<file path="config.mk">
export PLATFORM = sky130hd
export DESIGN_NAME = i2c_sensor_transaction_sequencer_top
export DESIGN_NICKNAME = d
export VERILOG_FILES = /design/src/sv/i2cseq_pkg.sv /design/src/sv/i2cseq_core.sv /design/src/sv/i2cseq_rsp_buf.sv /design/src/sv/i2c_sensor_transaction_sequencer_top.sv
export VERILOG_INCLUDE_DIRS = /design/src /design/src/sv
export SDC_FILE = /design/constraint.sdc
export NUM_CORES = 1
export LEC_CHECK = 0
export BUFFER_PORTS_ARGS = -buffer_cell sky130_fd_sc_hd__buf_2
export CAP_MARGIN = 20
export CORE_AREA = 5 5 218 114
export DETAILED_ROUTE_END_ITERATION = 12
export DIE_AREA = 0 0 223 119
export GPL_TIMING_DRIVEN = 0
export PLACE_DENSITY = 0.79
export SLEW_MARGIN = 10
export SYNTH_ARGS = -nofsm -noshare
export SYNTH_HDL_FRONTEND = slang
export SYNTH_SLANG_ARGS = --single-unit
</file>
<file path="constraint.sdc">
create_clock -name clock -period 9.2 [get_ports clock]
set_input_delay 1.84 -clock clock [delete_from_list [all_inputs] [get_ports clock]]
set_output_delay 1.84 -clock clock [all_outputs]
set_load 0.05 [all_outputs]
</file>
<file path="src/sv/i2c_sensor_transaction_sequencer_top_macros.svh">
// Assertion macros shared by the I2C sensor sequencer modules.
// Needs no other file; included by the modules that carry assertions.
`ifndef I2C_SENSOR_TRANSACTION_SEQUENCER_TOP_MACROS_SVH
`define I2C_SENSOR_TRANSACTION_SEQUENCER_TOP_MACROS_SVH

// Same-cycle implication, disabled while reset is high.
`define I2CSEQ_ASSERT_NOW(label, clk, rst, ante, cons, msg) \
   label: assert property (@(posedge clk) disable iff (rst) (ante) |-> (cons)) \
      else $error(msg);

// Next-cycle implication, disabled while reset is high.
`define I2CSEQ_ASSERT_NEXT(label, clk, rst, ante, cons, msg) \
   label: assert property (@(posedge clk) disable iff (rst) (ante) |=> (cons)) \
      else $error(msg);

`endif

</file>
<file path="src/sv/i2cseq_pkg.sv">
// Types, codes and helpers of the I2C sensor transaction sequencer.
// No dependencies; imported by every module of the block.
`timescale 1ns / 1ps

package i2cseq_pkg;

   // Bus event codes.
   localparam logic [2:0] ACT_START  = 3'd0;
   localparam logic [2:0] ACT_ACK    = 3'd1;
   localparam logic [2:0] ACT_NACK   = 3'd2;
   localparam logic [2:0] ACT_RXBYTE = 3'd3;
   localparam logic [2:0] ACT_MSTOP  = 3'd4;

   // Bus command bits.
   localparam logic [4:0] CM_START = 5'b00001;
   localparam logic [4:0] CM_STOP  = 5'b00010;
   localparam logic [4:0] CM_ACK   = 5'b00100;
   localparam logic [4:0] CM_NACK  = 5'b01000;
   localparam logic [4:0] CM_CONT  = 5'b10000;

   // Configuration register indexes.
   localparam logic [2:0] CSR_SLAVE_ADDRESS  = 3'd0;
   localparam logic [2:0] CSR_READ_MODE      = 3'd1;
   localparam logic [2:0] CSR_COMMAND_WORD   = 3'd2;
   localparam logic [2:0] CSR_COMMAND_LENGTH = 3'd3;
   localparam logic [2:0] CSR_RECEIVE_COUNT  = 3'd4;
   localparam logic [2:0] CSR_CHECK_ENABLE   = 3'd5;
   localparam logic [2:0] CSR_KEEP_BUS       = 3'd6;
   localparam logic [2:0] CSR_WRITE_BYTE     = 3'd7;

   localparam int unsigned CSR_DATA_WIDTH = 16;
   localparam logic [2:0] RX_COUNT_RESET = 3'd6;

   // Phase codes as reported on the result word.
   localparam logic [2:0] PC_IDLE = 3'd0;
   localparam logic [2:0] PC_REQ  = 3'd1;
   localparam logic [2:0] PC_CMD  = 3'd2;
   localparam logic [2:0] PC_DREQ = 3'd3;
   localparam logic [2:0] PC_DATA = 3'd4;
   localparam logic [2:0] PC_STOP = 3'd5;

   typedef enum logic [5:0] {
      PH_IDLE = 6'b000001,
      PH_REQ  = 6'b000010,
      PH_CMD  = 6'b000100,
      PH_DREQ = 6'b001000,
      PH_DATA = 6'b010000,
      PH_STOP = 6'b100000
   } phase_type;

   typedef struct packed {
      logic [2:0] action;
      logic [7:0] rx_byte;
   } req_type;

   typedef struct packed {
      logic [4:0]  cmd_mask;
      logic        tx_valid;
      logic [7:0]  tx_byte;
      logic [31:0] measurement;
      logic [15:0] check_bytes;
      logic        busy_res;
      logic        done_res;
      logic        bus_reset;
      logic        logic_error;
      logic [2:0]  phase_now;
   } rsp_type;

   typedef struct packed {
      logic [6:0]  slave_address;
      logic        read_mode;
      logic [15:0] command_word;
      logic [1:0]  command_length;
      logic [2:0]  receive_count;
      logic        check_enable;
      logic        keep_bus;
      logic [7:0]  write_byte;
   } cfg_type;

   typedef struct packed {
      phase_type   phase;
      logic [1:0]  cmd_left;
      logic [2:0]  rx_left;
      logic [15:0] pend_cmd;
      logic [7:0]  pend_write;
      logic [31:0] meas;
      logic [15:0] check;
      logic        busy;
   } state_type;

   function automatic logic [7:0] header_byte(input logic [6:0] addr, input logic rw);
      return {addr, rw};
   endfunction

   function automatic logic [2:0] phase_code(input phase_type ph);
      logic [2:0] code;
      unique case (ph)
         PH_IDLE: code = PC_IDLE;
         PH_REQ:  code = PC_REQ;
         PH_CMD:  code = PC_CMD;
         PH_DREQ: code = PC_DREQ;
         PH_DATA: code = PC_DATA;
         PH_STOP: code = PC_STOP;
         default: code = PC_IDLE;
      endcase
      return code;
   endfunction

endpackage

</file>
<file path="src/sv/i2cseq_core.sv">
// Next-state and result logic for one bus event of the I2C sensor sequencer.
// Purely combinational; depends on i2cseq_pkg.
`timescale 1ns / 1ps

module i2cseq_core (
   input  i2cseq_pkg::state_type st,
   input  i2cseq_pkg::cfg_type   cfg,
   input  i2cseq_pkg::req_type   req,
   output i2cseq_pkg::state_type nxt,
   output i2cseq_pkg::rsp_type   rsp
);
   import i2cseq_pkg::*;

   state_type  upd;
   logic [4:0] cmd;
   logic       txv;
   logic [7:0] txb;
   logic       done;
   logic       breset;
   logic       err;
   logic [2:0] left_dec;

   assign left_dec = st.rx_left - 3'd1;

   always_comb begin
      upd    = st;
      cmd    = '0;
      txv    = 1'b0;
      txb    = '0;
      done   = 1'b0;
      breset = 1'b0;
      err    = 1'b0;
      unique case (req.action)
         ACT_START: begin
            if (st.busy) begin
               err = 1'b1;
            end else begin
               upd.cmd_left   = cfg.command_length;
               upd.rx_left    = cfg.receive_count;
               upd.pend_cmd   = cfg.command_word;
               upd.pend_write = cfg.write_byte;
               upd.meas       = '0;
               upd.check      = '0;
               upd.busy       = 1'b1;
               upd.phase      = PH_REQ;
               cmd            = CM_START;
               txv            = 1'b1;
               txb            = header_byte(cfg.slave_address,
                                            cfg.read_mode && (cfg.command_length == 2'd0));
            end
         end
         ACT_ACK: begin
            unique case (st.phase)
               PH_REQ: begin
                  if (st.cmd_left == 2'd0) begin
                     if (cfg.read_mode) begin
                        upd.phase = PH_DATA;
                     end else begin
                        err = 1'b1;
                     end
                  end else if (st.cmd_left == 2'd1) begin
                     txv       = 1'b1;
                     txb       = st.pend_cmd[7:0];
                     upd.phase = PH_CMD;
                  end else if (st.cmd_left == 2'd2 && !cfg.read_mode) begin
                     // MSB goes out now; the LSB becomes both the resend and the next byte.
                     txv            = 1'b1;
                     txb            = st.pend_cmd[15:8];
                     upd.cmd_left   = 2'd1;
                     upd.pend_cmd   = {8'h00, st.pend_cmd[7:0]};
                     upd.pend_write = st.pend_cmd[7:0];
                     upd.phase      = PH_CMD;
                  end else begin
                     err = 1'b1;
                  end
               end
               PH_CMD: begin
                  txv = 1'b1;
                  if (cfg.read_mode) begin
                     cmd       = CM_START;
                     txb       = header_byte(cfg.slave_address, 1'b1);
                     upd.phase = PH_DREQ;
                  end else begin
                     txb       = st.pend_write;
                     upd.phase = PH_DATA;
                  end
               end
               PH_DREQ: upd.phase = PH_DATA;
               PH_DATA: begin
                  if (!cfg.read_mode) begin
                     cmd       = CM_STOP;
                     upd.phase = PH_STOP;
                  end else begin
                     err = 1'b1;
                  end
               end
               default: err = 1'b1;
            endcase
         end
         ACT_NACK: begin
            unique case (st.phase)
               PH_REQ: begin
                  if (st.rx_left > 3'd3) begin
                     cmd       = CM_STOP;
                     upd.phase = PH_STOP;
                  end else begin
                     cmd = CM_START;
                     txv = 1'b1;
                     txb = header_byte(cfg.slave_address, 1'b0);
                  end
               end
               PH_CMD: begin
                  cmd = CM_CONT;
                  txv = 1'b1;
                  txb = st.pend_cmd[7:0];
               end
               PH_DREQ: begin
                  if (cfg.read_mode) begin
                     cmd = CM_START;
                     txv = 1'b1;
                     txb = header_byte(cfg.slave_address, 1'b1);
                  end else if (st.rx_left == 3'd2) begin
                     upd.phase = PH_CMD;
                  end else begin
                     cmd = CM_START;
                     txv = 1'b1;
                     txb = header_byte(cfg.slave_address, 1'b0);
                  end
               end
               default: err = 1'b1;
            endcase
         end
         ACT_RXBYTE: begin
            if (st.phase != PH_DATA || !cfg.read_mode || st.rx_left == 3'd0) begin
               err = 1'b1;
            end else begin
               // Bytes at counts one, four and seven are check bytes.
               case (st.rx_left) inside
                  3'd1, 3'd7: begin
                     if (cfg.check_enable) upd.check = st.check | {8'h00, req.rx_byte};
                  end
                  3'd4: begin
                     if (cfg.check_enable) upd.check = st.check | {req.rx_byte, 8'h00};
                  end
                  3'd6:    upd.meas = st.meas | {req.rx_byte, 24'h000000};
                  3'd5:    upd.meas = st.meas | {8'h00, req.rx_byte, 16'h0000};
                  3'd3:    upd.meas = st.meas | {16'h0000, req.rx_byte, 8'h00};
                  default: upd.meas = st.meas | {24'h000000, req.rx_byte};
               endcase
               upd.rx_left = left_dec;
               if ((cfg.check_enable && left_dec == 3'd0) ||
                   (!cfg.check_enable && left_dec == 3'd1)) begin
                  cmd       = CM_NACK | CM_STOP;
                  upd.phase = PH_STOP;
               end else begin
                  cmd = CM_ACK;
               end
            end
         end
         ACT_MSTOP: begin
            if (st.phase != PH_STOP) begin
               err = 1'b1;
            end else begin
               breset    = !cfg.keep_bus;
               upd.busy  = 1'b0;
               done      = 1'b1;
               upd.phase = PH_IDLE;
            end
         end
         default: err = 1'b1;
      endcase
   end

   // An unexpected event leaves every state element as it was.
   assign nxt = err ? st : upd;

   always_comb begin
      rsp.cmd_mask    = cmd;
      rsp.tx_valid    = txv;
      rsp.tx_byte     = txv ? txb : 8'h00;
      rsp.measurement = nxt.meas;
      rsp.check_bytes = nxt.check;
      rsp.busy_res    = nxt.busy;
      rsp.done_res    = done;
      rsp.bus_reset   = breset;
      rsp.logic_error = err;
      rsp.phase_now   = phase_code(nxt.phase);
   end

endmodule

</file>
<file path="src/sv/i2cseq_rsp_buf.sv">
// Two-entry result buffer (output register plus skid register) for the sequencer.
// Depends on i2cseq_pkg and the assertion macro header.
`timescale 1ns / 1ps
`include "i2c_sensor_transaction_sequencer_top_macros.svh"

module i2cseq_rsp_buf (
   input  logic                clock,
   input  logic                reset,
   input  logic                in_valid,
   output logic                in_ready,
   input  i2cseq_pkg::rsp_type in_data,
   output logic                out_valid,
   input  logic                out_ready,
   output i2cseq_pkg::rsp_type out_data
);
   import i2cseq_pkg::*;

   logic    out_vld_ff;
   logic    out_vld_in;
   rsp_type out_data_ff;
   logic    skid_vld_ff;
   logic    skid_vld_in;
   rsp_type skid_data_ff;
   logic    in_take;
   logic    out_free;

   assign in_ready  = !skid_vld_ff;
   assign in_take   = in_valid && in_ready;
   assign out_free  = !out_vld_ff || out_ready;
   assign out_valid = out_vld_ff;
   assign out_data  = out_data_ff;

   always_comb begin
      out_vld_in  = out_vld_ff;
      skid_vld_in = skid_vld_ff;
      if (out_free) begin
         // The skid word, when present, is older than anything new.
         out_vld_in  = skid_vld_ff || in_take;
         skid_vld_in = 1'b0;
      end else if (in_take) begin
         skid_vld_in = 1'b1;
      end
   end

   always_ff @(posedge clock) begin
      if (reset) begin
         out_vld_ff  <= 1'b0;
         skid_vld_ff <= 1'b0;
      end else begin
         out_vld_ff  <= out_vld_in;
         skid_vld_ff <= skid_vld_in;
      end
   end

   always_ff @(posedge clock) begin
      if (out_free) begin
         out_data_ff <= skid_vld_ff ? skid_data_ff : in_data;
      end else if (in_take) begin
         skid_data_ff <= in_data;
      end
   end

   `I2CSEQ_ASSERT_NOW(a_skid_behind_out, clock, reset, skid_vld_ff, out_vld_ff, "skid word without output word")
   `I2CSEQ_ASSERT_NEXT(a_skid_drains, clock, reset, skid_vld_ff && out_ready, out_vld_ff && !skid_vld_ff, "skid word not moved forward")
   `I2CSEQ_ASSERT_NEXT(a_stall_fills_skid, clock, reset, in_take && out_vld_ff && !out_ready, skid_vld_ff, "accepted word lost during stall")

endmodule

</file>
<file path="src/sv/i2c_sensor_transaction_sequencer_top.sv">
// Top level of the I2C sensor transaction sequencer: registers, event logic, result buffer.
// Depends on i2cseq_pkg, i2cseq_core, i2cseq_rsp_buf and the assertion macro header.
`timescale 1ns / 1ps
`include "i2c_sensor_transaction_sequencer_top_macros.svh"

// The sequencer takes one bus event word per clock while req_ready is high and returns
// exactly one result word for it: the bus commands, an optional transmit byte and a snapshot
// of the measurement, check bytes, busy flag and phase. The phase logic is combinational
// from the state registers and the event; the result is registered in the output register,
// or in the skid register while the output stalls. A two-word result buffer keeps req_ready
// high while one finished result waits on rsp_ready; only a second stalled result drops
// req_ready. Configuration registers are written through csr_we/csr_index/csr_wdata and
// must only be changed while no transaction result is outstanding.
module i2c_sensor_transaction_sequencer_top (
   input  logic                clock,
   input  logic                reset,
   input  logic                req_valid,
   output logic                req_ready,
   input  i2cseq_pkg::req_type req_data,
   output logic                rsp_valid,
   input  logic                rsp_ready,
   output i2cseq_pkg::rsp_type rsp_data,
   input  logic                csr_we,
   input  logic [2:0]          csr_index,
   input  logic [15:0]         csr_wdata
);
   import i2cseq_pkg::*;

   cfg_type   cfg_ff;
   cfg_type   cfg_in;
   state_type state_ff;
   state_type state_in;
   rsp_type   core_rsp;
   logic      req_take;

   assign req_take = req_valid && req_ready;

   always_comb begin
      cfg_in = cfg_ff;
      if (csr_we) begin
         unique case (csr_index)
            CSR_SLAVE_ADDRESS:  cfg_in.slave_address  = csr_wdata[6:0];
            CSR_READ_MODE:      cfg_in.read_mode      = csr_wdata[0];
            CSR_COMMAND_WORD:   cfg_in.command_word   = csr_wdata[CSR_DATA_WIDTH-1:0];
            CSR_COMMAND_LENGTH: cfg_in.command_length = csr_wdata[1:0];
            CSR_RECEIVE_COUNT:  cfg_in.receive_count  = csr_wdata[2:0];
            CSR_CHECK_ENABLE:   cfg_in.check_enable   = csr_wdata[0];
            CSR_KEEP_BUS:       cfg_in.keep_bus       = csr_wdata[0];
            CSR_WRITE_BYTE:     cfg_in.write_byte     = csr_wdata[7:0];
            default:            cfg_in = cfg_ff;
         endcase
      end
   end

   always_ff @(posedge clock) begin
      if (reset) begin
         cfg_ff.slave_address  <= '0;
         cfg_ff.read_mode      <= 1'b0;
         cfg_ff.command_word   <= '0;
         cfg_ff.command_length <= '0;
         cfg_ff.receive_count  <= RX_COUNT_RESET;
         cfg_ff.check_enable   <= 1'b0;
         cfg_ff.keep_bus       <= 1'b0;
         cfg_ff.write_byte     <= '0;
      end else begin
         cfg_ff <= cfg_in;
      end
   end

   i2cseq_core u_core (
      .st  (state_ff),
      .cfg (cfg_ff),
      .req (req_data),
      .nxt (state_in),
      .rsp (core_rsp)
   );

   always_ff @(posedge clock) begin
      if (reset) begin
         state_ff.phase      <= PH_IDLE;
         state_ff.cmd_left   <= '0;
         state_ff.rx_left    <= '0;
         state_ff.pend_cmd   <= '0;
         state_ff.pend_write <= '0;
         state_ff.meas       <= '0;
         state_ff.check      <= '0;
         state_ff.busy       <= 1'b0;
      end else if (req_take) begin
         state_ff <= state_in;
      end
   end

   i2cseq_rsp_buf u_rsp_buf (
      .clock     (clock),
      .reset     (reset),
      .in_valid  (req_valid),
      .in_ready  (req_ready),
      .in_data   (core_rsp),
      .out_valid (rsp_valid),
      .out_ready (rsp_ready),
      .out_data  (rsp_data)
   );

   `I2CSEQ_ASSERT_NOW(a_phase_onehot, clock, reset, 1'b1, $onehot(state_ff.phase), "phase register not one-hot")
   `I2CSEQ_ASSERT_NOW(a_busy_matches_phase, clock, reset, 1'b1, state_ff.busy == (state_ff.phase != PH_IDLE), "busy flag disagrees with phase")
   `I2CSEQ_ASSERT_NEXT(a_error_holds_state, clock, reset, req_take && core_rsp.logic_error, $stable(state_ff), "unexpected event changed state")
   `I2CSEQ_ASSERT_NOW(a_done_from_stop, clock, reset, req_take && core_rsp.done_res, state_ff.phase == PH_STOP, "transaction ended outside stopping phase")

endmodule

</file>
==> impl_table.tex, run 1 <==
\begin{tabular}{lr}
\hline
Metric & Value \\
\hline
\multicolumn{2}{l}{\textbf{Synth}} \\
\quad Warnings from Yosys & 0 \\
\quad Post-synth ARST share & 0\% \\
\quad Cell variety after synth & 66 \\
\quad Synthesized instance count & 1078 \\
\quad Cell area after synthesis & 11200 sq um \\
\quad Most area-consuming cells after synthesis & edfxtp\_1 (37\%), dfxtp\_1 (22\%), nor2\_1 (5.3\%) \\
\quad Top-area cell type share of the netlist area & 37.0\% \\
\quad EDFF count, synth & 138 \\
\quad Leading cell type by number of instances after synthesis & nor2\_1 \\
\quad Most used flip-flop cell after synthesis & edfxtp\_1 \\
\quad Sequential share of the synthesized area & 59.3\% \\
\quad Largest area contributor in the synthesized netlist & edfxtp\_1 \\
\quad Syn\_nets & 1118 \\
\quad Synthesized area divided by synthesized cell count & 10.4 sq um \\
\quad Synth cell count leaders & nor2\_1 (158), nand2\_1 (146), edfxtp\_1 (138) \\
\quad Flip-flop and latch count after synthesis & 263 \\
\multicolumn{2}{l}{\textbf{Placed design}} \\
\quad Placer congestion estimate & 0.974 \\
\quad Hpwl dp & 21000 um \\
\quad Port Buffer Count & 96 \\
\quad Cell total after placement & 1484 \\
\quad Dpl ws & 4380 ps \\
\quad Instance area at placement & 12200 sq um \\
\multicolumn{2}{l}{\textbf{STA}} \\
\quad Max transition margin & 29.9\% \\
\quad Clock skew & 25.2 ps \\
\quad Number of endpoints with negative hold slack in the final report & 0 \\
\quad Setup TNS after final layout & 0 ps \\
\quad Clock period minus final worst setup slack & 4370 ps \\
\quad Ratio of final minimum period to clock period & 47.5\% \\
\quad Total setup violations reported at the end of the flow & 0 \\
\quad Highest clock rate & 229 MHz \\
\quad Slew of the pin with the lowest slew margin & 1050 ps \\
\quad Setup repair after global routing missed its margin & false \\
\quad Final number of max-transition violations & 0 \\
\quad Min setup slack post-route & 4830 ps \\
\multicolumn{2}{l}{\textbf{Drt}} \\
\quad Post-route DRC & 0 \\
\quad DR iter-0 viols & 900 \\
\quad Via-to-Cell Ratio & 5.88 \\
\quad Overall via count from detail\_route & 8985 \\
\quad Final wirelength & 29500 um \\
\quad DRT Pass-1 Iters & 5 \\
\quad Post-DR wirelength/cell & 19.3 um \\
\quad ANT nets after route & 0 \\
\multicolumn{2}{l}{\textbf{Layout}} \\
\quad Finished layout cell area & 13000 sq um \\
\quad Final cell count without fillers & 1529 \\
\quad Layout cells sized above 1 & 17.2\% \\
\quad Number of fill cells in the layout & 1901 \\
\quad Synthesis-to-layout area growth & 15.8\% \\
\quad Final Net Count & 1243 \\
\multicolumn{2}{l}{\textbf{Min path}} \\
\quad Worst hold path cell count & 2 \\
\quad Class of the tightest hold or removal check & reg2reg \\
\multicolumn{2}{l}{\textbf{Worst setup path}} \\
\quad Worst EP required & 9560 ps \\
\quad Crit Path Class & in2reg \\
\quad Crit-path max FO & 10 \\
\quad Critical Path End Type & flip-flop \\
\quad Kind of start point of the critical path & input port \\
\quad Worst-case reg-to-reg path depth & 11 \\
\quad Data arrival at the endpoint of the critical path & 4740 ps \\
\multicolumn{2}{l}{\textbf{CTS}} \\
\quad Resized cells post-CTS & 0 \\
\quad Cts-stage hold buffer count & 0 \\
\quad Sinks on Clock Net & 263 \\
\quad CTS H-tree depth & 1 \\
\quad CTS tree & yes \\
\quad Total CTS buffers & 24 \\
\quad Clock insertion delay at the later pin of the skew report & 530 ps \\
\quad Maximum root-to-sink buffer count & 3 \\
\quad Clock Tree Root & clkbuf\_16 \\
\quad Clock-pin slew on the worst setup and hold paths & 60 ps \\
\quad Setup Fix Bufs, Post-CTS & 0 \\
\multicolumn{2}{l}{\textbf{Outcome}} \\
\quad Result of the run & finished clean \\
\multicolumn{2}{l}{\textbf{Die}} \\
\quad DIE AREA & 26500 sq um \\
\quad Number of primary I/O pins & 106 \\
\quad Area of the placeable core & 22500 sq um \\
\quad Number of cell rows & 39 \\
\quad Die outline height & 119 um \\
\quad Die Span X & 223 um \\
\quad Starting utilization of the core area & 49.7\% \\
\multicolumn{2}{l}{\textbf{GRT}} \\
\quad Antenna violations before repair & 1 \\
\quad Total routing resource utilization after global routing & 21.5\% \\
\quad First-pass GRT wire length & 47200 um \\
\quad Remaining Overflow, GRT & 0 \\
\quad Pin count of the biggest net entering global routing & 41 \\
\quad Vias in the first global route & 8835 \\
\multicolumn{2}{l}{\textbf{Flow run}} \\
\quad Max\_cap viols & 0 \\
\multicolumn{2}{l}{\textbf{Power}} \\
\quad Total power & 2550 uW \\
\quad Maximum vdd ir drop & 0.118 mV \\
\quad Areal power density over the cells & 197 nW/um\^{}2 \\
\quad Cell leakage power & 0.00488 uW \\
\hline
\end{tabular}
-- state kept, by name (all words and copies together) (netlist names) --
signal,cells
state_ff,84
u_rsp_buf.out_data,69
cfg_ff,39
u_rsp_buf.skid_vld_ff,1
u_rsp_buf.skid_data_ff,69
u_rsp_buf.out_valid,1
-- power by group --
part | internal [uW] | total [uW] | switching [uW]
Clock | 590 | 1030 | 443
Combinational | 56.9 | 239 | 182
Sequential | 1270 | 1280 | 13.4
-- layout by cell type, fill, tap and decap left out, types with 9 or more instances in the layout --
cell / count
mux2_2: 33
nor2_1: 157
nor3_1: 29
a211oi_1: 13
clkbuf_1: 62
edfxtp_1: 138
buf_2: 107
clkbuf_16: 26
o21ai_0: 15
inv_1: 13
o31ai_1: 32
dfxtp_1: 125
a32oi_1: 10
nand2_1: 146
a31oi_1: 35
a22o_1: 15
a21oi_1: 92
nand2b_1: 9
nand3_1: 24
and3_1: 11
a22oi_1: 9
-- final timing paths --
check,startpoint,to,slack [ps]
hold reg to reg,cfg_ff[18]$_SDFFE_PP0P_,cfg_ff[18]$_SDFFE_PP0P_,450
hold / removal,cfg_ff[18]$_SDFFE_PP0P_,cfg_ff[18]$_SDFFE_PP0P_,450
setup reg to reg,state_ff[81]$_SDFFE_PP0P_,u_rsp_buf.out_data[19]$_DFFE_PP_,6080
setup / recovery,req_data[8],u_rsp_buf.out_data[28]$_DFFE_PP_,4830
-- cells by family (layout without fill, tap and decap cells) --
family	count (synthesis)	after routing	synth area share, %
other cells	0	1	0
compound gates	250	250	15.2
fa+ha+maj	5	5	0.558
mux	42	42	4.16
flops	263	263	59.3
simple gates	422	422	17.0
buf+inv	91	234	3.34
xor+xnor	5	5	0.391
-- layer usage --
metal	wire length, um	global-route usage [%]
met5	0	0
met1	12500	28.8
met2	14100	36.6
met4	693	5.09
met3	2200	4.23
-- critical path, stage by stage --
cell and delay [ps]:
buf_2 100, clkbuf_1 230, or3_1 500, nor2_1 820, o21ai_0 460, nor2_1 360
a21oi_1 180, o31ai_1 230
-- area by class of cell --
type / count / area (sq um) / area share [%]
Clock buffer: 35 / 738 / 5.69
Tap cell: 307 / 384 / 2.96
Sequential cell: 263 / 6650 / 51.2
Antenna cell: 1 / 2.50 / 0.0193
Buffer: 77 / 322 / 2.48
Inverter: 14 / 52.6 / 0.405
Clock inverter: 9 / 87.6 / 0.675
Timing Repair Buffer: 99 / 548 / 4.22
Multi-Input combinational cell: 724 / 4200 / 32.4
-- stage by stage --
step | hold WS [ps] | util [%]
after floorplan | 432 | -
after global placement | 444 | 53.5
after detailed placement | 448 | 53.9
after CTS | 457 | 57.6
after global routing | 469 | 57.6
final | 454 | 57.6
Power figures use the tool's default switching activity.
==> run 2: changes to the inputs <==
Clock period 9.2 ns to 4.53 ns, I/O delays scaled along.
==> impl_table.tex, run 2 (synthesized netlist as in run 1, its figures left out) <==
\begin{tabular}{lr}
\hline
Metric & Value \\
\hline
\multicolumn{2}{l}{\textbf{GRT}} \\
\quad Remaining Overflow, GRT & 0 \\
\quad Antenna violations before repair & 0 \\
\quad Vias in the first global route & 8715 \\
\quad Total routing resource utilization after global routing & 21.4\% \\
\quad First-pass GRT wire length & 46900 um \\
\quad Pin count of the biggest net entering global routing & 41 \\
\multicolumn{2}{l}{\textbf{Layout}} \\
\quad Layout cells sized above 1 & 17.1\% \\
\quad Commonest non-fill, non-tap cell in the layout & nor2\_1 \\
\quad Commonest cells after routing, fill and taps aside & nor2\_1 (157), nand2\_1 (146), edfxtp\_1 (138), dfxtp\_1 (125), buf\_2 (107) \\
\quad Final Net Count & 1243 \\
\quad Number of flip-flops in the largest register & 84 \\
\quad Footprint of the multi-input gates & 4200 sq um \\
\quad Number of fill cells in the layout & 1925 \\
\quad Synthesis-to-layout area growth & 15.6\% \\
\quad Number of inserted diodes & 0 \\
\quad Finished layout cell area & 13000 sq um \\
\quad Storage element area & 6650 sq um \\
\quad Most flop-heavy register & state\_ff \\
\quad Post-layout utilization of the core & 57.5\% \\
\multicolumn{2}{l}{\textbf{STA}} \\
\quad Number of endpoints with negative hold slack in the final report & 0 \\
\quad Slew of the pin with the lowest slew margin & 1020 ps \\
\quad Setup TNS after final layout & 0 ps \\
\quad Final number of max-transition violations & 0 \\
\quad Clock skew & 15.7 ps \\
\quad Setup repair after global routing missed its margin & false \\
\quad Highest clock rate & 284 MHz \\
\quad Min setup slack post-route & 1010 ps \\
\quad Ratio of final minimum period to clock period & 77.7\% \\
\quad Max transition margin & 32.0\% \\
\quad Total setup violations reported at the end of the flow & 0 \\
\quad Clock period minus final worst setup slack & 3520 ps \\
\multicolumn{2}{l}{\textbf{Worst setup path}} \\
\quad Buffers plus inverters on the worst setup path & 2 \\
\quad Top delay family on crit path & simple AND/OR/NAND/NOR gates \\
\quad CP max stage cell & nor2\_1 \\
\quad Critical Path End Type & flip-flop \\
\quad Data arrival at the endpoint of the critical path & 3860 ps \\
\quad Cell count along the critical path & 8 \\
\quad Worst EP required & 4870 ps \\
\quad Crit-path max FO & 10 \\
\quad CP most frequent cell & nor2\_1 \\
\quad Crit Path Class & in2reg \\
\quad Kind of start point of the critical path & input port \\
\quad Worst-case reg-to-reg path depth & 9 \\
\quad Peak per-stage delay on the critical path & 800 ps \\
\quad Cells along the critical path & buf\_2 > clkbuf\_1 > or3\_1 > nor2\_1 > o21ai\_0 > nor2\_1 > a21oi\_1 > o31ai\_1 \\
\multicolumn{2}{l}{\textbf{CTS}} \\
\quad Maximum root-to-sink buffer count & 3 \\
\quad Cts-stage hold buffer count & 0 \\
\quad Total CTS buffers & 24 \\
\quad Clock-pin slew on the worst setup and hold paths & 70 ps \\
\quad CTS H-tree depth & 1 \\
\quad Sinks on Clock Net & 263 \\
\quad Resized cells post-CTS & 0 \\
\quad Clock insertion delay at the later pin of the skew report & 520 ps \\
\quad Setup Fix Bufs, Post-CTS & 0 \\
\quad Clock Tree Root & clkbuf\_16 \\
\quad CTS tree & yes \\
\multicolumn{2}{l}{\textbf{Min path}} \\
\quad Class of the tightest hold or removal check & reg2reg \\
\quad Worst hold path cell count & 2 \\
\multicolumn{2}{l}{\textbf{Power}} \\
\quad Areal power density over the cells & 397 nW/um\^{}2 \\
\quad Maximum vdd ir drop & 0.226 mV \\
\quad Cell leakage power & 0.00488 uW \\
\multicolumn{2}{l}{\textbf{Die}} \\
\quad Number of primary I/O pins & 106 \\
\quad Area of the placeable core & 22500 sq um \\
\quad Die outline height & 119 um \\
\quad DIE AREA & 26500 sq um \\
\quad Number of cell rows & 39 \\
\quad Die Span X & 223 um \\
\quad Starting utilization of the core area & 49.7\% \\
\multicolumn{2}{l}{\textbf{Placed design}} \\
\quad Port Buffer Count & 96 \\
\quad Instance area at placement & 12200 sq um \\
\quad Dpl ws & 637 ps \\
\quad Hpwl dp & 20900 um \\
\quad Placer congestion estimate & 0.964 \\
\multicolumn{2}{l}{\textbf{Drt}} \\
\quad DRT Pass-1 Iters & 6 \\
\quad ANT nets after route & 0 \\
\quad Overall via count from detail\_route & 8949 \\
\quad Via-to-Cell Ratio & 5.86 \\
\quad Post-route DRC & 0 \\
\quad Final wirelength & 29300 um \\
\quad Post-DR wirelength/cell & 19.2 um \\
\quad DR iter-0 viols & 1031 \\
\multicolumn{2}{l}{\textbf{Outcome}} \\
\quad Result of the run & finished clean \\
\multicolumn{2}{l}{\textbf{Flow run}} \\
\quad Max\_cap viols & 0 \\
\hline
\end{tabular}
## run 2: through the flow
| stage | cells | hold slack (ps) | power (uW) |
|---|---|---|---|
| floorplan | 1078 | 432 | 3000 |
| global placement | 1481 | 443 | 3120 |
| detailed placement | 1484 | 447 | 3130 |
| CTS | 1528 | 456 | 5150 |
| global route | 1528 | 488 | 5300 |
| finish | 1528 | 456 | 5140 |
## run 2: routing by layer
metal	global-route usage [%]	wire, um
met1	29.2	12500
met2	36.1	13900
met3	3.29	2250
met4	5.51	729
met5	0	0
## run 2: layout make-up
class / instances / area share (%)
Timing Repair Buffer: 99 / 4.23
Buffer: 77 / 2.48
Clock buffer: 38 / 5.87
Tap cell: 307 / 2.96
Sequential cell: 263 / 51.3
Inverter: 14 / 0.406
Clock inverter: 6 / 0.348
Multi-Input combinational cell: 724 / 32.4
## run 2: worst paths after layout
check	start	end	slack [ps]
worst max-delay path	req_data[8]	u_rsp_buf.out_data[28]$_DFFE_PP_	1010
worst min register to register	cfg_ff[18]$_SDFFE_PP0P_	cfg_ff[18]$_SDFFE_PP0P_	460
worst min-delay path	cfg_ff[18]$_SDFFE_PP0P_	cfg_ff[18]$_SDFFE_PP0P_	460
worst max register to register	state_ff[81]$_SDFFE_PP0P_	state_ff[53]$_SDFFE_PP0P_	1460
## run 2: worst min-delay path: stages (launching register included)
cell	delay, ps
dfxtp_1	310
nand2_1	50
a21oi_1	50
## run 2: where the power goes
group	switching [uW]	internal, uW
Combinational	369	115
Clock	893	1160
Sequential	27.7	2580
==> run 3: changes to the inputs <==
Settings changed: ABC_AREA set to 1, CORE_AREA 5 5 218 114 to 5 5 226 118, DIE_AREA 0 0 223 119 to 0 0 231 123, PLACE_DENSITY 0.79 to 0.81.
Clock period 4.53 ns to 3.05 ns, I/O delays scaled along.
==> impl_table.tex, run 3 <==
\begin{tabular}{lr}
\hline
Metric & Value \\
\hline
\multicolumn{2}{l}{\textbf{Outcome}} \\
\quad Result of the run & finished clean \\
\multicolumn{2}{l}{\textbf{Drt}} \\
\quad Post-DR wirelength/cell & 19.7 um \\
\quad ANT nets after route & 0 \\
\quad Final wirelength & 37300 um \\
\quad Post-route DRC & 0 \\
\quad DR iter-0 viols & 1461 \\
\quad Overall via count from detail\_route & 10677 \\
\quad Via-to-Cell Ratio & 5.63 \\
\quad DRT Pass-1 Iters & 5 \\
\multicolumn{2}{l}{\textbf{Layout}} \\
\quad Number of flip-flops in the largest register & 84 \\
\quad Post-layout utilization of the core & 56.3\% \\
\quad Commonest non-fill, non-tap cell in the layout & nand2\_1 \\
\quad Number of fill cells in the layout & 2250 \\
\quad Number of inserted diodes & 0 \\
\quad Synthesis-to-layout area growth & 15.2\% \\
\quad Commonest cells after routing, fill and taps aside & nand2\_1 (326), inv\_1 (175), nor2\_1 (157), edfxtp\_1 (138), dfxtp\_1 (124) \\
\quad Final Net Count & 1595 \\
\quad Most flop-heavy register & state\_ff \\
\quad Layout cells sized above 1 & 13.7\% \\
\multicolumn{2}{l}{\textbf{CTS}} \\
\quad Clock insertion delay at the later pin of the skew report & 540 ps \\
\quad CTS tree & yes \\
\quad Setup Fix Bufs, Post-CTS & 0 \\
\quad Total CTS buffers & 24 \\
\quad Clock-pin slew on the worst setup and hold paths & 70 ps \\
\quad Cts-stage hold buffer count & 0 \\
\quad Sinks on Clock Net & 263 \\
\quad Clock Tree Root & clkbuf\_16 \\
\quad Maximum root-to-sink buffer count & 3 \\
\quad CTS H-tree depth & 1 \\
\multicolumn{2}{l}{\textbf{Worst setup path}} \\
\quad Worst-case reg-to-reg path depth & 14 \\
\quad Cells along the critical path & inv\_2 > nor2\_2 > nand3\_2 > nand2\_4 > inv\_2 > nand2\_4 > nand2\_2 > nand2\_2 > nand3b\_4 > o21ai\_4 > inv\_4 > nor2\_8 > nand2\_2 > a31oi\_1 \\
\quad Reg-to-reg critical path endpoint & u\_rsp\_buf.out\_data[53]\$\_DFFE\_PP\_ \\
\quad CP max stage cell & dfxtp\_1 \\
\quad Data arrival at the endpoint of the critical path & 3320 ps \\
\quad Crit Path Class & reg2reg \\
\quad Crit-path max FO & 10 \\
\quad Critical Path End Type & flip-flop \\
\quad Peak per-stage delay on the critical path & 520 ps \\
\quad Setup slack of the most critical reg-to-reg path & 60 ps \\
\quad Kind of start point of the critical path & flip-flop \\
\quad Top delay family on crit path & simple AND/OR/NAND/NOR gates \\
\quad CP most frequent cell & nand2\_2 \\
\quad Worst r2r src & state\_ff[79]\$\_SDFFE\_PP0P\_ \\
\quad Worst EP required & 3380 ps \\
\quad Buffers plus inverters on the worst setup path & 3 \\
\multicolumn{2}{l}{\textbf{STA}} \\
\quad Setup repair after global routing missed its margin & false \\
\quad Max transition margin & 32.4\% \\
\quad Ratio of final minimum period to clock period & 98.1\% \\
\quad Clock skew & 14.2 ps \\
\quad Total setup violations reported at the end of the flow & 0 \\
\quad Setup TNS after final layout & 0 ps \\
\quad Clock period minus final worst setup slack & 2990 ps \\
\quad Number of endpoints with negative hold slack in the final report & 0 \\
\quad Highest clock rate & 334 MHz \\
\quad Final number of max-transition violations & 0 \\
\quad Slew of the pin with the lowest slew margin & 1010 ps \\
\multicolumn{2}{l}{\textbf{Die}} \\
\quad Number of primary I/O pins & 106 \\
\quad Area of the placeable core & 24600 sq um \\
\quad DIE AREA & 28400 sq um \\
\quad Starting utilization of the core area & 48.9\% \\
\quad Die outline height & 123 um \\
\quad Die Span X & 231 um \\
\quad Number of cell rows & 41 \\
\multicolumn{2}{l}{\textbf{GRT}} \\
\quad Antenna violations before repair & 2 \\
\quad Remaining Overflow, GRT & 0 \\
\quad Pin count of the biggest net entering global routing & 73 \\
\quad First-pass GRT wire length & 57000 um \\
\quad Total routing resource utilization after global routing & 25.9\% \\
\quad Vias in the first global route & 9693 \\
\multicolumn{2}{l}{\textbf{Synth}} \\
\quad EDFF count, synth & 138 \\
\quad Largest area contributor in the synthesized netlist & edfxtp\_1 \\
\quad Synthesized instance count & 1424 \\
\quad Post-synth ARST share & 0\% \\
\quad Synthesized area divided by synthesized cell count & 8.46 sq um \\
\quad Leading cell type by number of instances after synthesis & nand2\_1 \\
\quad Sequential share of the synthesized area & 55.2\% \\
\quad Most used flip-flop cell after synthesis & edfxtp\_1 \\
\quad Most area-consuming cells after synthesis & edfxtp\_1 (34\%), dfxtp\_1 (21\%), nand2\_1 (10\%) \\
\quad Cell variety after synth & 51 \\
\quad Flip-flop and latch count after synthesis & 263 \\
\quad Top-area cell type share of the netlist area & 34.4\% \\
\quad Synth cell count leaders & nand2\_1 (327), inv\_1 (175), nor2\_1 (159) \\
\quad Warnings from Yosys & 0 \\
\quad Syn\_nets & 1464 \\
\quad Cell area after synthesis & 12000 sq um \\
\multicolumn{2}{l}{\textbf{Placed design}} \\
\quad Port Buffer Count & 104 \\
\quad Placer congestion estimate & 1.05 \\
\quad Hpwl dp & 28100 um \\
\multicolumn{2}{l}{\textbf{Power}} \\
\quad Share of power burned in the clock network & 38.5\% \\
\quad Areal power density over the cells & 599 nW/um\^{}2 \\
\quad Cell leakage power & 0.00608 uW \\
\quad Share of power burned in registers & 48.1\% \\
\quad Maximum vdd ir drop & 0.373 mV \\
\quad Internal portion of total power & 5960 uW \\
\quad Switching Share & 28.3\% \\
\quad Net Switching & 2350 uW \\
\quad Fraction of power consumed by combinational cells & 13.4\% \\
\multicolumn{2}{l}{\textbf{Min path}} \\
\quad Class of the tightest hold or removal check & in2reg \\
\quad Worst Min Path Start & csr\_wdata[12] \\
\quad Hold endpoint & cfg\_ff[27]\$\_SDFFE\_PP0P\_ \\
\quad Worst hold path cell count & 3 \\
\multicolumn{2}{l}{\textbf{Flow run}} \\
\quad Max\_cap viols & 0 \\
\hline
\end{tabular}
## run 3: how the worst max path moves through the flow
stage / start / endpoint / cells past startpoint
2_1_floorplan: u_rsp_buf.out_valid$_SDFFE_PP0P_ / u_rsp_buf.skid_data_ff[0]$_DFFE_PP_ / 2
4_1_cts: state_ff[79]$_SDFFE_PP0P_ / u_rsp_buf.out_data[41]$_DFFE_PP_ / 14
6_report: state_ff[79]$_SDFFE_PP0P_ / u_rsp_buf.out_data[53]$_DFFE_PP_ / 14
3_3_place_gp: rsp_ready / u_rsp_buf.skid_data_ff[64]$_DFFE_PP_ / 4
5_1_grt: state_ff[79]$_SDFFE_PP0P_ / u_rsp_buf.out_data[24]$_DFFE_PP_ / 14
3_5_place_dp: req_data[9] / u_rsp_buf.out_data[59]$_DFFE_PP_ / 14
## run 3: cell families after synthesis
group                      synth area share, %
AOI/OAI and AO/OA                         15.0
xor gates and xnor gates                0.0727
DFF                                       55.2
adders and majority gates                0.519
buffers and inverters                     7.88
muxes                                   0.0831
and+or+nand+nor                           21.2
## run 3: layout make-up
cell class                      count  area [sq um]  share of cell area (%)
Multi-Input combinational cell    912          4490                    32.3
Inverter                          186           701                    5.05
Sequential cell                   263          6650                    47.9
Clock buffer                       32           693                    5.00
Tap cell                          322           403                    2.90
Buffer                             62           245                    1.77
Clock inverter                     12           136                   0.983
Timing Repair Buffer              106           561                    4.04
## run 3: timing repair
item,4_1_cts,5_1_grt
setup endpoints to repair,0,69
hold endpoints to repair,0,0
gates resized for setup,0,7
## run 3: routing by layer
layer  wire length (um)  up-vias  GRT usage [%]
met5                 39        -              0
met4                476        6           3.89
met3               5580       48           11.4
met2              13300      569           31.9
met1              17900     5048           41.4
li1                   -     5006              -
## run 3: worst reg2reg max path, delay by kind of cell, from the launching register on
family	cells	cell delay, ps
and+or+nand+nor	9	1190
buffers and inverters	3	400
DFF	1	520
AOI/OAI and AO/OA	2	690
## run 3: power by group through the flow
stage               registers [uW]  clock network [uW]  logic, uW
global placement              4070                   0       1070
CTS                           3990                3220       1090
global route                  4010                3380       1190
floorplan                     4370                   0        460
detailed placement            4070                   0       1090
finish                        4000                3200       1110
## run 3: metrics by stage
step           cells  cell area [sq um]  hold slack (ps)  setup slack, ps  power, uW
2_1_floorplan   1424              12100              424              262       4830
3_3_place_gp    1850              13000              445             -445       5130
3_5_place_dp    1852              13000              451             -146       5160
4_1_cts         1896              13900              285             66.1       8310
5_1_grt         1895              13900              306             25.8       8590
6_report        1895              13900              298             57.2       8310
